<file path="config.mk">
export PLATFORM = sky130hd
export DESIGN_NAME = plain_ppm_stream_parser
export DESIGN_NICKNAME = d
export VERILOG_FILES = /design/src/ppmp_pkg.sv /design/src/ppmp_front.sv /design/src/ppmp_fifo.sv /design/src/ppmp_back.sv /design/src/plain_ppm_stream_parser.sv
export SDC_FILE = /design/constraint.sdc
export NUM_CORES = 1
export LEC_CHECK = 0
export BUFFER_PORTS_ARGS = -buffer_cell sky130_fd_sc_hd__buf_2
export CAP_MARGIN = 20
export CORE_ASPECT_RATIO = 1.5
export CORE_MARGIN = 2
export CORE_UTILIZATION = 60
export DETAILED_ROUTE_END_ITERATION = 12
export PLACE_DENSITY = 0.81
export SLEW_MARGIN = 5
export SYNTH_ARGS = -nofsm -noshare
export SYNTH_HDL_FRONTEND = slang
export SYNTH_SLANG_ARGS = --single-unit
</file>
<file path="constraint.sdc">
create_clock -name clk -period 8.3 [get_ports clk]
set_input_delay 2.49 -clock clk [delete_from_list [all_inputs] [get_ports clk]]
set_output_delay 2.49 -clock clk [all_outputs]
set_load 0.01 [all_outputs]
</file>
<file path="src/ppmp_pkg.sv">
package ppmp_pkg;

	// Result kinds carried on the output side.
	localparam logic [1:0] KIND_PIXEL  = 2'd0;
	localparam logic [1:0] KIND_HEADER = 2'd1;
	localparam logic [1:0] KIND_ERROR  = 2'd2;

	// Format error codes.
	localparam logic [2:0] ERR_MAGIC    = 3'd0;
	localparam logic [2:0] ERR_NONDIGIT = 3'd1;
	localparam logic [2:0] ERR_EOF      = 3'd2;
	localparam logic [2:0] ERR_TOO_LONG = 3'd3;
	localparam logic [2:0] ERR_SIDE     = 3'd4;

	// Character codes used by the lexer.
	localparam logic [7:0] CH_P       = 8'h50;
	localparam logic [7:0] CH_3       = 8'h33;
	localparam logic [7:0] CH_0       = 8'h30;
	localparam logic [7:0] CH_9       = 8'h39;
	localparam logic [7:0] CH_LF      = 8'h0A;
	localparam logic [7:0] CH_HASH    = 8'h23;
	localparam logic [7:0] CH_SPACE   = 8'h20;
	localparam logic [7:0] CH_TAB     = 8'h09;
	localparam logic [7:0] CH_CR      = 8'h0D;
	localparam logic [7:0] CH_EOF     = 8'hFF;

	// Width of the decimal accumulator: nine digits fit in thirty bits.
	localparam int ACC_W = 30;

	// Depth of the token queue between lexer and field sequencer.
	localparam int QUEUE_DEPTH = 2;

	// One token from the lexer: either a finished number or an error.
	typedef struct packed {
		logic        is_err;
		logic [2:0]  code;
		logic [15:0] value;
	} tok_t;

	// One result word as the sequencer delivers it.
	typedef struct packed {
		logic [1:0]  kind;
		logic [15:0] red;
		logic [15:0] green;
		logic [15:0] blue;
		logic [11:0] column;
		logic [11:0] row;
		logic [12:0] image_width;
		logic [12:0] image_height;
		logic [15:0] max_value;
		logic        last;
		logic [2:0]  error_code;
	} res_t;

endpackage

</file>
<file path="src/ppmp_front.sv">
module ppmp_front import ppmp_pkg::*; #(
	parameter int NUMBER_LIMIT = 10
) (
	input  logic       clk,
	input  logic       arst_n,
	input  logic       in_valid,
	input  logic [7:0] data_b,
	input  logic       eof_flag,
	input  logic       queue_full,
	output logic       push,
	output tok_t       tok
);

	localparam int CNT_W = $clog2(NUMBER_LIMIT + 1);

	typedef enum logic [2:0] {
		ST_MAGIC_P,
		ST_MAGIC_3,
		ST_SKIP_LINE,
		ST_BETWEEN,
		ST_COMMENT,
		ST_NUMBER,
		ST_DONE
	} state_t;

	state_t             state_q, state_d;
	logic [ACC_W-1:0]   acc_q, acc_d;
	logic [CNT_W-1:0]   cnt_q, cnt_d;

	logic               accept;
	logic               eof;
	logic               digit;
	logic               space;
	logic [3:0]         dval;
	logic [CNT_W-1:0]   cnt_inc;
	logic [ACC_W-1:0]   acc_next;
	logic [15:0]        acc_sat;

	assign accept   = in_valid && !queue_full;
	assign eof      = eof_flag || (data_b == CH_EOF);
	assign digit    = !eof && (data_b >= CH_0) && (data_b <= CH_9);
	assign space    = (data_b == CH_SPACE) || ((data_b >= CH_TAB) && (data_b <= CH_CR));
	assign dval     = 4'(data_b - CH_0);
	assign cnt_inc  = cnt_q + CNT_W'(1);
	assign acc_next = ACC_W'((acc_q << 3) + (acc_q << 1) + {{(ACC_W-4){1'b0}}, dval});
	assign acc_sat  = (acc_q > ACC_W'(65535)) ? 16'hFFFF : acc_q[15:0];

	always_comb begin
		state_d = state_q;
		acc_d   = acc_q;
		cnt_d   = cnt_q;
		push    = 1'b0;
		tok     = '0;
		if (accept) begin
			case (state_q)
				ST_MAGIC_P: begin
					if (eof || data_b != CH_P) begin
						push       = 1'b1;
						tok.is_err = 1'b1;
						tok.code   = ERR_MAGIC;
						state_d    = ST_DONE;
					end else begin
						state_d = ST_MAGIC_3;
					end
				end
				ST_MAGIC_3: begin
					if (eof || data_b != CH_3) begin
						push       = 1'b1;
						tok.is_err = 1'b1;
						tok.code   = ERR_MAGIC;
						state_d    = ST_DONE;
					end else begin
						state_d = ST_SKIP_LINE;
					end
				end
				ST_SKIP_LINE, ST_COMMENT: begin
					if (eof) begin
						push       = 1'b1;
						tok.is_err = 1'b1;
						tok.code   = ERR_EOF;
						state_d    = ST_DONE;
					end else if (data_b == CH_LF) begin
						state_d = ST_BETWEEN;
					end
				end
				ST_BETWEEN: begin
					if (eof) begin
						push       = 1'b1;
						tok.is_err = 1'b1;
						tok.code   = ERR_EOF;
						state_d    = ST_DONE;
					end else if (data_b == CH_HASH) begin
						state_d = ST_COMMENT;
					end else if (space) begin
						state_d = ST_BETWEEN;
					end else if (!digit) begin
						push       = 1'b1;
						tok.is_err = 1'b1;
						tok.code   = ERR_NONDIGIT;
						state_d    = ST_DONE;
					end else begin
						acc_d   = {{(ACC_W-4){1'b0}}, dval};
						cnt_d   = CNT_W'(1);
						state_d = ST_NUMBER;
					end
				end
				ST_NUMBER: begin
					if (digit) begin
						if (cnt_inc >= CNT_W'(NUMBER_LIMIT)) begin
							push       = 1'b1;
							tok.is_err = 1'b1;
							tok.code   = ERR_TOO_LONG;
							state_d    = ST_DONE;
						end else begin
							acc_d = acc_next;
							cnt_d = cnt_inc;
						end
					end else begin
						// Any non-digit, end of file included, closes the number.
						push      = 1'b1;
						tok.value = acc_sat;
						acc_d     = '0;
						cnt_d     = '0;
						state_d   = ST_BETWEEN;
					end
				end
				default: begin
					state_d = ST_DONE;
				end
			endcase
		end
	end

	always_ff @(posedge clk or negedge arst_n) begin
		if (!arst_n) begin
			state_q <= ST_MAGIC_P;
			acc_q   <= '0;
			cnt_q   <= '0;
		end else begin
			state_q <= state_d;
			acc_q   <= acc_d;
			cnt_q   <= cnt_d;
		end
	end

endmodule

</file>
<file path="src/ppmp_fifo.sv">
module ppmp_fifo import ppmp_pkg::*; #(
	parameter int DEPTH = 2
) (
	input  logic clk,
	input  logic arst_n,
	input  logic push,
	input  tok_t push_data,
	output logic full,
	input  logic pop,
	output logic not_empty,
	output tok_t pop_data
);

	localparam int PTR_W = (DEPTH > 1) ? $clog2(DEPTH) : 1;
	localparam int CNT_W = $clog2(DEPTH + 1);

	tok_t             entry_q [DEPTH];
	logic [PTR_W-1:0] wr_ptr_q;
	logic [PTR_W-1:0] rd_ptr_q;
	logic [CNT_W-1:0] count_q;

	logic do_push;
	logic do_pop;

	assign full      = (count_q == CNT_W'(DEPTH));
	assign not_empty = (count_q != '0);
	assign pop_data  = entry_q[rd_ptr_q];
	assign do_push   = push && !full;
	assign do_pop    = pop && not_empty;

	always_ff @(posedge clk) begin
		if (do_push) begin
			entry_q[wr_ptr_q] <= push_data;
		end
	end

	always_ff @(posedge clk or negedge arst_n) begin
		if (!arst_n) begin
			wr_ptr_q <= '0;
			rd_ptr_q <= '0;
			count_q  <= '0;
		end else begin
			if (do_push) begin
				wr_ptr_q <= (wr_ptr_q == PTR_W'(DEPTH - 1)) ? '0 : wr_ptr_q + PTR_W'(1);
			end
			if (do_pop) begin
				rd_ptr_q <= (rd_ptr_q == PTR_W'(DEPTH - 1)) ? '0 : rd_ptr_q + PTR_W'(1);
			end
			if (do_push && !do_pop) begin
				count_q <= count_q + CNT_W'(1);
			end else if (do_pop && !do_push) begin
				count_q <= count_q - CNT_W'(1);
			end
		end
	end

endmodule

</file>
<file path="src/ppmp_back.sv">
module ppmp_back import ppmp_pkg::*; #(
	parameter int MAX_SIDE = 4096
) (
	input  logic clk,
	input  logic arst_n,
	input  logic tok_valid,
	input  tok_t tok,
	output logic pop,
	output logic out_valid,
	input  logic out_ready,
	output res_t out_res
);

	typedef enum logic [2:0] {
		FLD_WIDTH,
		FLD_HEIGHT,
		FLD_MAXVAL,
		FLD_RED,
		FLD_GREEN,
		FLD_BLUE
	} field_t;

	field_t      field_q;
	logic [12:0] width_q;
	logic [12:0] height_q;
	logic [15:0] red_q;
	logic [15:0] green_q;
	logic [11:0] col_q;
	logic [11:0] row_q;
	logic        done_q;
	logic        valid_q;
	res_t        res_q;

	logic        slot_free;
	logic        side_big;
	logic [12:0] col_inc;
	logic [12:0] row_inc;
	logic        col_end;
	logic        row_end;
	logic        take;
	logic        empty_img;
	logic        emit;
	logic        finish;
	res_t        res_d;

	assign slot_free = !valid_q || out_ready;
	// Once finished, tokens are drained and dropped without waiting on the output.
	assign pop       = tok_valid && (done_q || slot_free);
	assign take      = pop && !done_q;
	assign side_big  = tok.value > 16'(MAX_SIDE);
	assign col_inc   = {1'b0, col_q} + 13'd1;
	assign row_inc   = {1'b0, row_q} + 13'd1;
	assign col_end   = col_inc >= width_q;
	assign row_end   = row_inc >= height_q;
	assign empty_img = (width_q == '0) || (height_q == '0);

	assign out_valid = valid_q;
	assign out_res   = res_q;

	// The result word that the token taken this cycle produces, if any.
	always_comb begin
		emit   = 1'b0;
		finish = 1'b0;
		res_d  = '0;
		if (take) begin
			if (tok.is_err) begin
				emit             = 1'b1;
				finish           = 1'b1;
				res_d.kind       = KIND_ERROR;
				res_d.error_code = tok.code;
			end else begin
				case (field_q)
					FLD_WIDTH, FLD_HEIGHT: begin
						if (side_big) begin
							emit             = 1'b1;
							finish           = 1'b1;
							res_d.kind       = KIND_ERROR;
							res_d.error_code = ERR_SIDE;
						end
					end
					FLD_MAXVAL: begin
						emit               = 1'b1;
						finish             = empty_img;
						res_d.kind         = KIND_HEADER;
						res_d.image_width  = width_q;
						res_d.image_height = height_q;
						res_d.max_value    = tok.value;
						res_d.last         = empty_img;
					end
					FLD_RED, FLD_GREEN: begin
					end
					default: begin
						emit         = 1'b1;
						finish       = col_end && row_end;
						res_d.kind   = KIND_PIXEL;
						res_d.red    = red_q;
						res_d.green  = green_q;
						res_d.blue   = tok.value;
						res_d.column = col_q;
						res_d.row    = row_q;
						res_d.last   = col_end && row_end;
					end
				endcase
			end
		end
	end

	always_ff @(posedge clk or negedge arst_n) begin
		if (!arst_n) begin
			field_q  <= FLD_WIDTH;
			width_q  <= '0;
			height_q <= '0;
			red_q    <= '0;
			green_q  <= '0;
			col_q    <= '0;
			row_q    <= '0;
			done_q   <= 1'b0;
			valid_q  <= 1'b0;
			res_q    <= '0;
		end else begin
			valid_q <= emit || (valid_q && !out_ready);
			if (emit) begin
				res_q <= res_d;
			end
			if (finish) begin
				done_q <= 1'b1;
			end
			if (take && !tok.is_err) begin
				case (field_q)
					FLD_WIDTH: begin
						if (!side_big) begin
							width_q <= tok.value[12:0];
							field_q <= FLD_HEIGHT;
						end
					end
					FLD_HEIGHT: begin
						if (!side_big) begin
							height_q <= tok.value[12:0];
							field_q  <= FLD_MAXVAL;
						end
					end
					FLD_MAXVAL: begin
						field_q <= FLD_RED;
					end
					FLD_RED: begin
						red_q   <= tok.value;
						field_q <= FLD_GREEN;
					end
					FLD_GREEN: begin
						green_q <= tok.value;
						field_q <= FLD_BLUE;
					end
					default: begin
						if (col_end) begin
							col_q <= '0;
							row_q <= row_inc[11:0];
						end else begin
							col_q <= col_inc[11:0];
						end
						field_q <= FLD_RED;
					end
				endcase
			end
		end
	end

endmodule

</file>
<file path="src/plain_ppm_stream_parser.sv">
// A byte's token passes through the token queue before its result word is registered.
// Throughput: one byte per cycle sustained, with a result word delivered per cycle at most.
// The byte side stalls only when the two-entry token queue is full behind a stalled output.
// Reset (arst_n low, asynchronous) returns the parser to expecting the magic string and
// empties the queue and the output register; after an error, the last pixel or the header
// of an empty image, bytes are accepted and dropped until the next reset.
module plain_ppm_stream_parser import ppmp_pkg::*; #(
	parameter int NUMBER_LIMIT = 10,
	parameter int MAX_SIDE     = 4096
) (
	input  logic         clk,
	input  logic         arst_n,
	input  logic         s_tvalid,
	output logic         s_tready,
	input  logic [7:0]   s_tdata,   // data_byte [7:0]
	input  logic         s_tuser,   // end_of_input [0]
	output logic         m_tvalid,
	input  logic         m_tready,
	output logic [119:0] m_tdata,   // red, green, blue, column, row, image_width,
	                                // image_height, max_value, error_code, zero fill
	output logic [1:0]   m_tuser,   // kind [1:0]
	output logic         m_tlast    // last
);

	// The lexer turns the byte stream into tokens: a finished number, already
	// clamped to sixteen bits, or a format error found in the text itself.
	// The field sequencer after the queue assigns those numbers to header
	// fields and pixel samples, checks the sides and keeps the raster position.
	// Because the sequencer drops every token once it has finished, the lexer
	// need not know when the image has ended.

	logic queue_full;
	logic push;
	tok_t push_tok;
	logic tok_valid;
	tok_t tok;
	logic pop;
	res_t res;

	ppmp_front #(
		.NUMBER_LIMIT(NUMBER_LIMIT)
	) u_front (
		.clk       (clk),
		.arst_n    (arst_n),
		.in_valid  (s_tvalid),
		.data_b    (s_tdata),
		.eof_flag  (s_tuser),
		.queue_full(queue_full),
		.push      (push),
		.tok       (push_tok)
	);

	// A word is taken whenever the queue has room, so each byte is accepted in
	// the same cycle that its token, if any, is written.
	assign s_tready = !queue_full;

	ppmp_fifo #(
		.DEPTH(QUEUE_DEPTH)
	) u_fifo (
		.clk      (clk),
		.arst_n   (arst_n),
		.push     (push),
		.push_data(push_tok),
		.full     (queue_full),
		.pop      (pop),
		.not_empty(tok_valid),
		.pop_data (tok)
	);

	ppmp_back #(
		.MAX_SIDE(MAX_SIDE)
	) u_back (
		.clk      (clk),
		.arst_n   (arst_n),
		.tok_valid(tok_valid),
		.tok      (tok),
		.pop      (pop),
		.out_valid(m_tvalid),
		.out_ready(m_tready),
		.out_res  (res)
	);

	// Output packing, lowest field first, padded with zeros to fifteen bytes.
	assign m_tdata = {3'b000, res.error_code, res.max_value, res.image_height,
		res.image_width, res.row, res.column, res.blue, res.green, res.red};
	assign m_tuser = res.kind;
	assign m_tlast = res.last;

endmodule

</file>
Word level (Yosys, flattened, before mapping) --
Memory sizes are Yosys's and may differ from the RTL's. Index checks and enable logic that the tools add are counted. W data, S select, Z words.
Word-level totals: register bits 248, memory bits (writable) 40, input port bits 13, output and inout port bits 125, memories kept 1
Memories:
- u_fifo.entry_q | depth 2, width 20, rd ports 1, clocked after memory_dff 0, wr ports 1, line ppmp_fifo.sv:17 | tok_t entry_q [DEPTH];
Operators by class: add/sub/neg operators 10, magnitude comparators 9, equal/unequal tests 25, mux-type cells 78, bitwise logic cells 2, reduce and logical (&&, ||, !) cells 50
Operators by type and width (number):
- $mux W30 | 6
- $mux W120 | 1
- $mux W115 | 1
- $mux W72 | 1
- $mux W4 | 15
- $pmux W30 S2 | 1
- $mux W16 | 3
- $mux W3 | 14
- $mux W42 | 1
- $add A30 B30 Y30 | 1
- $add A30 B4 Y30 | 1
- $gt A30 B16 Y1 const B | 1
- $add A12 B1 Y13 const B | 2
- $ge A13 B13 Y1 | 2
- $logic_not A13 Y1 | 2
- $mux W20 | 1
- $pmux W4 S5 | 1
- $mux W1 | 19
- $eq A8 B6 Y1 const B | 2
- $gt A16 B13 Y1 const B | 1
- $pmux W3 S5 | 1
- $reduce_and A3 Y1 | 5
- $logic_and A1 B1 Y1 | 13
- $eq A3 B2 Y1 const B | 4
- other kinds (39) | 75

Longest topological paths before layout --
depth after elaboration 16, gate-level depth with buffers 15

By module --
From an unflattened synthesis, not the netlist that was laid out.
Unflattened totals: cells, all modules 1239, area, all modules 14543.9 um^2
Modules (own cells, without submodules):
- ppmp_back | times used 1, cells an instance 656, area each 8703.3 um^2, seq. area each 5180.0 um^2
- ppmp_front | times used 1, cells an instance 497, area each 4082.7 um^2, seq. area each 925.9 um^2
- ppmp_fifo | times used 1, cells an instance 81, area each 1727.9 um^2, seq. area each 1301.2 um^2
- plain_ppm_stream_parser | times used 1, cells an instance 5, area each 30.0 um^2, seq. area each 0.0 um^2

Least setup slack after synthesis --
OpenSTA, ideal clock, no wires.
kind input port to flip-flop, start input s_tdata[5], end memory u_fifo.entry_q[0][0] in the netlist's numbering (enable), arrival 4693 ps, required time 7903 ps, slack 3210 ps, cell stages on the path 9, buffers on the path 2, cell sequence clkbuf_1 > nand4_1 > o21bai_1 > clkbuf_1 > nand3b_1 > o31ai_1 > nor2_1 > a21oi_1 > nor2b_1
On the way: longest elaborated chain between the ends 14, elaborated cells on any way between the ends 30, those cells by class order compare (4); eq/ne (5); mux (12); reduce/logical (9)
RTL lines:
- start: declaration | line plain_ppm_stream_parser.sv:15 | input logic [7:0] s_tdata,
- parallel branches: the longest is 9 deep, another holds $ge A8 B6 Y1
- $pmux W1 S5 (*) | line ppmp_front.sv:55 | case (state_q)
- $mux W1 (*) | line ppmp_front.sv:54 | if (accept) begin
- $logic_and A1 B1 Y1 (*) | line ppmp_fifo.sv:28 | assign do_push = push && !full;
- named net u_fifo.do_push | line ppmp_fifo.sv:22 | logic do_push;
- $mux W1 (*) | line ppmp_fifo.sv:32 | if (do_push) begin
- $mux W1 (implied by the code) (*) | line ppmp_fifo.sv:33 | entry_q[wr_ptr_q] <= push_data;
- end: declaration | line ppmp_fifo.sv:17
Mark *: on every way through the listed nets, which the timed path passes.

Final worst setup path --
start input s_tdata[3], end register u_front.acc_q[22]
On the way: longest elaborated chain between the ends 7, elaborated cells on any way between the ends 24, those cells by class add/sub (2); order compare (4); eq/ne (8); mux (3); reduce/logical (7)
RTL lines:
- parallel branches: the longest is 7 deep, another holds $add A30 B4 Y30
- end signal: assignment | line ppmp_front.sv:137 | acc_q <= '0;
- end signal: assignment | line ppmp_front.sv:141 | acc_q <= acc_d;
- end: declaration | line ppmp_front.sv:27 | logic [ACC_W-1:0] acc_q, acc_d;
Parallel ways; which one is timed is not known. The select of a mux whose other input is x is not followed. A chain may end at the register's enable or synchronous reset.

==> impl_metrics.json <==
{
  "status": "completed",
  "max_freq_ghz": 0.201,
  "cp-start-kind": "input port",
  "num_vias": 10800,
  "insertion_delay_ns": 0.53,
  "track_usage": 0.270,
  "grt_pass1_wl_um": 53600,
  "grt_util_met1": 0.329,
  "cap_violations": 0,
  "synth_area_leader_cell": "dfrtp_1",
  "vdd_drop_max_v": 0.000193,
  "gr-total-overflow": 0,
  "ys_ff_latch": 286,
  "cts_root_buffer": "clkbuf_16",
  "cts_max_level": 1,
  "cts_buffer_depth": 3,
  "busiest_layer": "met2",
  "die-area_um2": 24900,
  "required_ns": 8.76,
  "cts_resized": 0,
  "wirelength_um": 33300,
  "netlist_instances": 1378,
  "post_cts_buffers": 0,
  "yosys_warnings": 0,
  "slew_headroom": 0.235,
  "cp.arrival_ns": 5.43,
  "numCtsBuffers": 27,
  "p_leak_uw": 0.00783,
  "ys.flop_type": "dfrtp_1",
  "viasPerCell": 5.96,
  "num_antenna_cells": 0,
  "layout.nets": 1585,
  "tightest_slew_ns": 1.12,
  "met2_usage": 0.489,
  "core-area_um2": 23100,
  "die_x_um": 129,
  "route.detailed.drc": 0,
  "drtAntennaViolNets": 0,
  "synth.top_cell.area_share": 0.439,
  "setup_tns_ns": 0,
  "grt_max_degree": 145,
  "clk_transition_reported_paths_ns": 0.06,
  "core.rowCount": 68,
  "ios": 138,
  "seq_area_frac_synth": 0.519,
  "clkSinkCount": 286,
  "die_y_um": 192,
  "cts_hold_buf": 0,
  "hp-class": "flip-flop to flip-flop",
  "endpoint_kind": "flip-flop",
  "slew_viol_final": 0,
  "power_density_nw_per_um2": 191,
  "synthDistinctLibCells": 74,
  "netlist_area_um2": 14200,
  "holdWs_ns": 0.472,
  "grt_pass1_vias": 10600,
  "dp.final_hpwl_um": 23500,
  "mostFrequentLayoutCells": "248 x dfrtp_1, 142 x nand2_1, 134 x nor2_1, 133 x buf_2, 114 x o21ai_0",
  "fin_util": 0.690,
  "tritoncts": "yes",
  "syn_to_final_growth_pct": 12.5,
  "antenna_found_initial": 0,
  "hold_viol_final": 0,
  "setup_viol": 0,
  "grtUsageMet3": 0.0329,
  "portBuffers": 134,
  "layout_commonest_cell": "dfrtp_1",
  "path_max_fanout": 9,
  "wl_per_cell_um": 18.3,
  "async_flop_share": 0.867,
  "layout-drive-gt1-share": 0.142,
  "synth_area_leaders": "dfrtp_1 44%, edfxtp_1 8.1%, ha_1 7.5%, o21ai_0 4.0%, a22o_1 4.0%",
  "finalWeightedCongestion": 0.919,
  "path_class": "input port to flip-flop",
  "drt_pass1_iterations": 5,
  "fin_crit_ns": 4.97,
  "dr.first_iter.drc_count": 613,
  "start_util": 0.614,
  "rsz0062_at_grt": "no",
  "finalPower_uw": 3050,
  "synth_edf_count": 38,
  "avgSynthCellArea_um2": 10.3,
  "skew_ns": 0.00792,
  "fin_crit_sh": 0.599
}
## worst max-delay path, stage by stage
cell and delay (ns):
buf_2 0.16, fa_1 0.58, inv_1 0.07, fa_1 0.45, nand2b_1 0.18, a21oi_1 0.31
o211ai_1 0.25, a31oi_1 0.32, nor2_1 0.09, or4b_1 0.47, nand3_1 0.07
## synthesized netlist by cell type (all sizes together) (10+ instances only)
master,count
nand4,13
nand2b,15
a21oi,111
nor3,22
nand3,30
xor2,30
buf,32
inv,40
and3,16
ha,85
a21o,20
o21ai,114
mux2i,22
o31ai,14
nand3b,10
clkbuf,39
a22o,64
nand2,142
edfxtp,38
nor2,136
nor4,10
xnor2,25
dfrtp,248
## sequential cells by signal, indices dropped and copies added, names as in the netlist
| name | count |
|---|---|
| u_back.col_q | 12 |
| u_front.state_q | 3 |
| u_back.height_q | 13 |
| u_back.red_q | 16 |
| u_front.acc_q | 30 |
| u_back.out_res | 120 |
| u_fifo.rd_ptr_q | 1 |
| u_fifo.wr_ptr_q | 1 |
| u_fifo.count_q | 2 |
| u_back.done_q | 1 |
| u_back.row_q | 12 |
| u_back.green_q | 16 |
| u_back.width_q | 13 |
| u_back.out_valid | 1 |
| u_back.field_q | 3 |
| u_front.cnt_q | 4 |
| u_fifo.entry_q | 38 |
## stage by stage
stage               area (µm²)  cells  setup WS (ns)
global route             15900   1818           3.16
finish                   15900   1818           3.33
global placement         15000   1769           2.90
CTS                      15900   1816           3.38
floorplan                14200   1380           3.21
detailed placement       15000   1769           2.84
## cell families (layout without fill, tap and decap cells)
logic type | after synthesis | in the layout | share of synthesized area
xor+xnor | 55 | 55 | 0.0340
other cells | 1 | 3 | 0.000265
flops | 286 | 286 | 0.519
fa+ha+maj | 87 | 87 | 0.0780
mux | 27 | 27 | 0.0201
buf+inv | 111 | 234 | 0.0352
compound gates | 376 | 376 | 0.169
simple gates | 435 | 435 | 0.144
## layout make-up
cell class / instances / area (µm²)
Clock inverter: 12 / 120
Timing Repair Buffer: 147 / 798
Fill cell: 1724 / 7140
Multi-Input combinational cell: 983 / 6340
Sequential cell: 286 / 7350
Tap cell: 315 / 394
Clock buffer: 35 / 766
Inverter: 40 / 150
## routing by layer
| metal | vias to the layer above | routed length [µm] |
|---|---|---|
| met5 | - | 0 |
| met1 | 5335 | 12900 |
| met2 | 285 | 17900 |
| met4 | 0 | 960 |
| li1 | 5150 | - |
| met3 | 65 | 1600 |
## report_power, final
group	switching (µW)	internal (µW)
sequential	35.1	1440
combinational	235	106
clock	538	690
## path summary, 6_finish.rpt
| path | startpoint | endpoint | slack, ns | depth (start not counted) |
|---|---|---|---|---|
| worst max-delay path | s_tdata[3] | u_front.acc_q[22]$_DFFE_PN0P_ | 3.33 | 11 |
| worst min-delay path | u_back.out_res[37]$_DFFE_PN0P_ | u_back.out_res[37]$_DFFE_PN0P_ | 0.47 | 2 |
| worst max register to register | u_back.col_q[0]$_DFFE_PN0P_ | u_back.col_q[0]$_DFFE_PN0P_ | 4.59 | 15 |
| worst min register to register | u_back.out_res[37]$_DFFE_PN0P_ | u_back.out_res[37]$_DFFE_PN0P_ | 0.47 | 2 |
| max in group asynchronous | arst_n | u_back.red_q[9]$_DFFE_PN0P_ | 5.09 | 2 |
| min in group asynchronous | arst_n | u_back.out_res[43]$_DFFE_PN0P_ | 1.99 | 1 |
No activity file was read; power rests on OpenSTA's default activity.
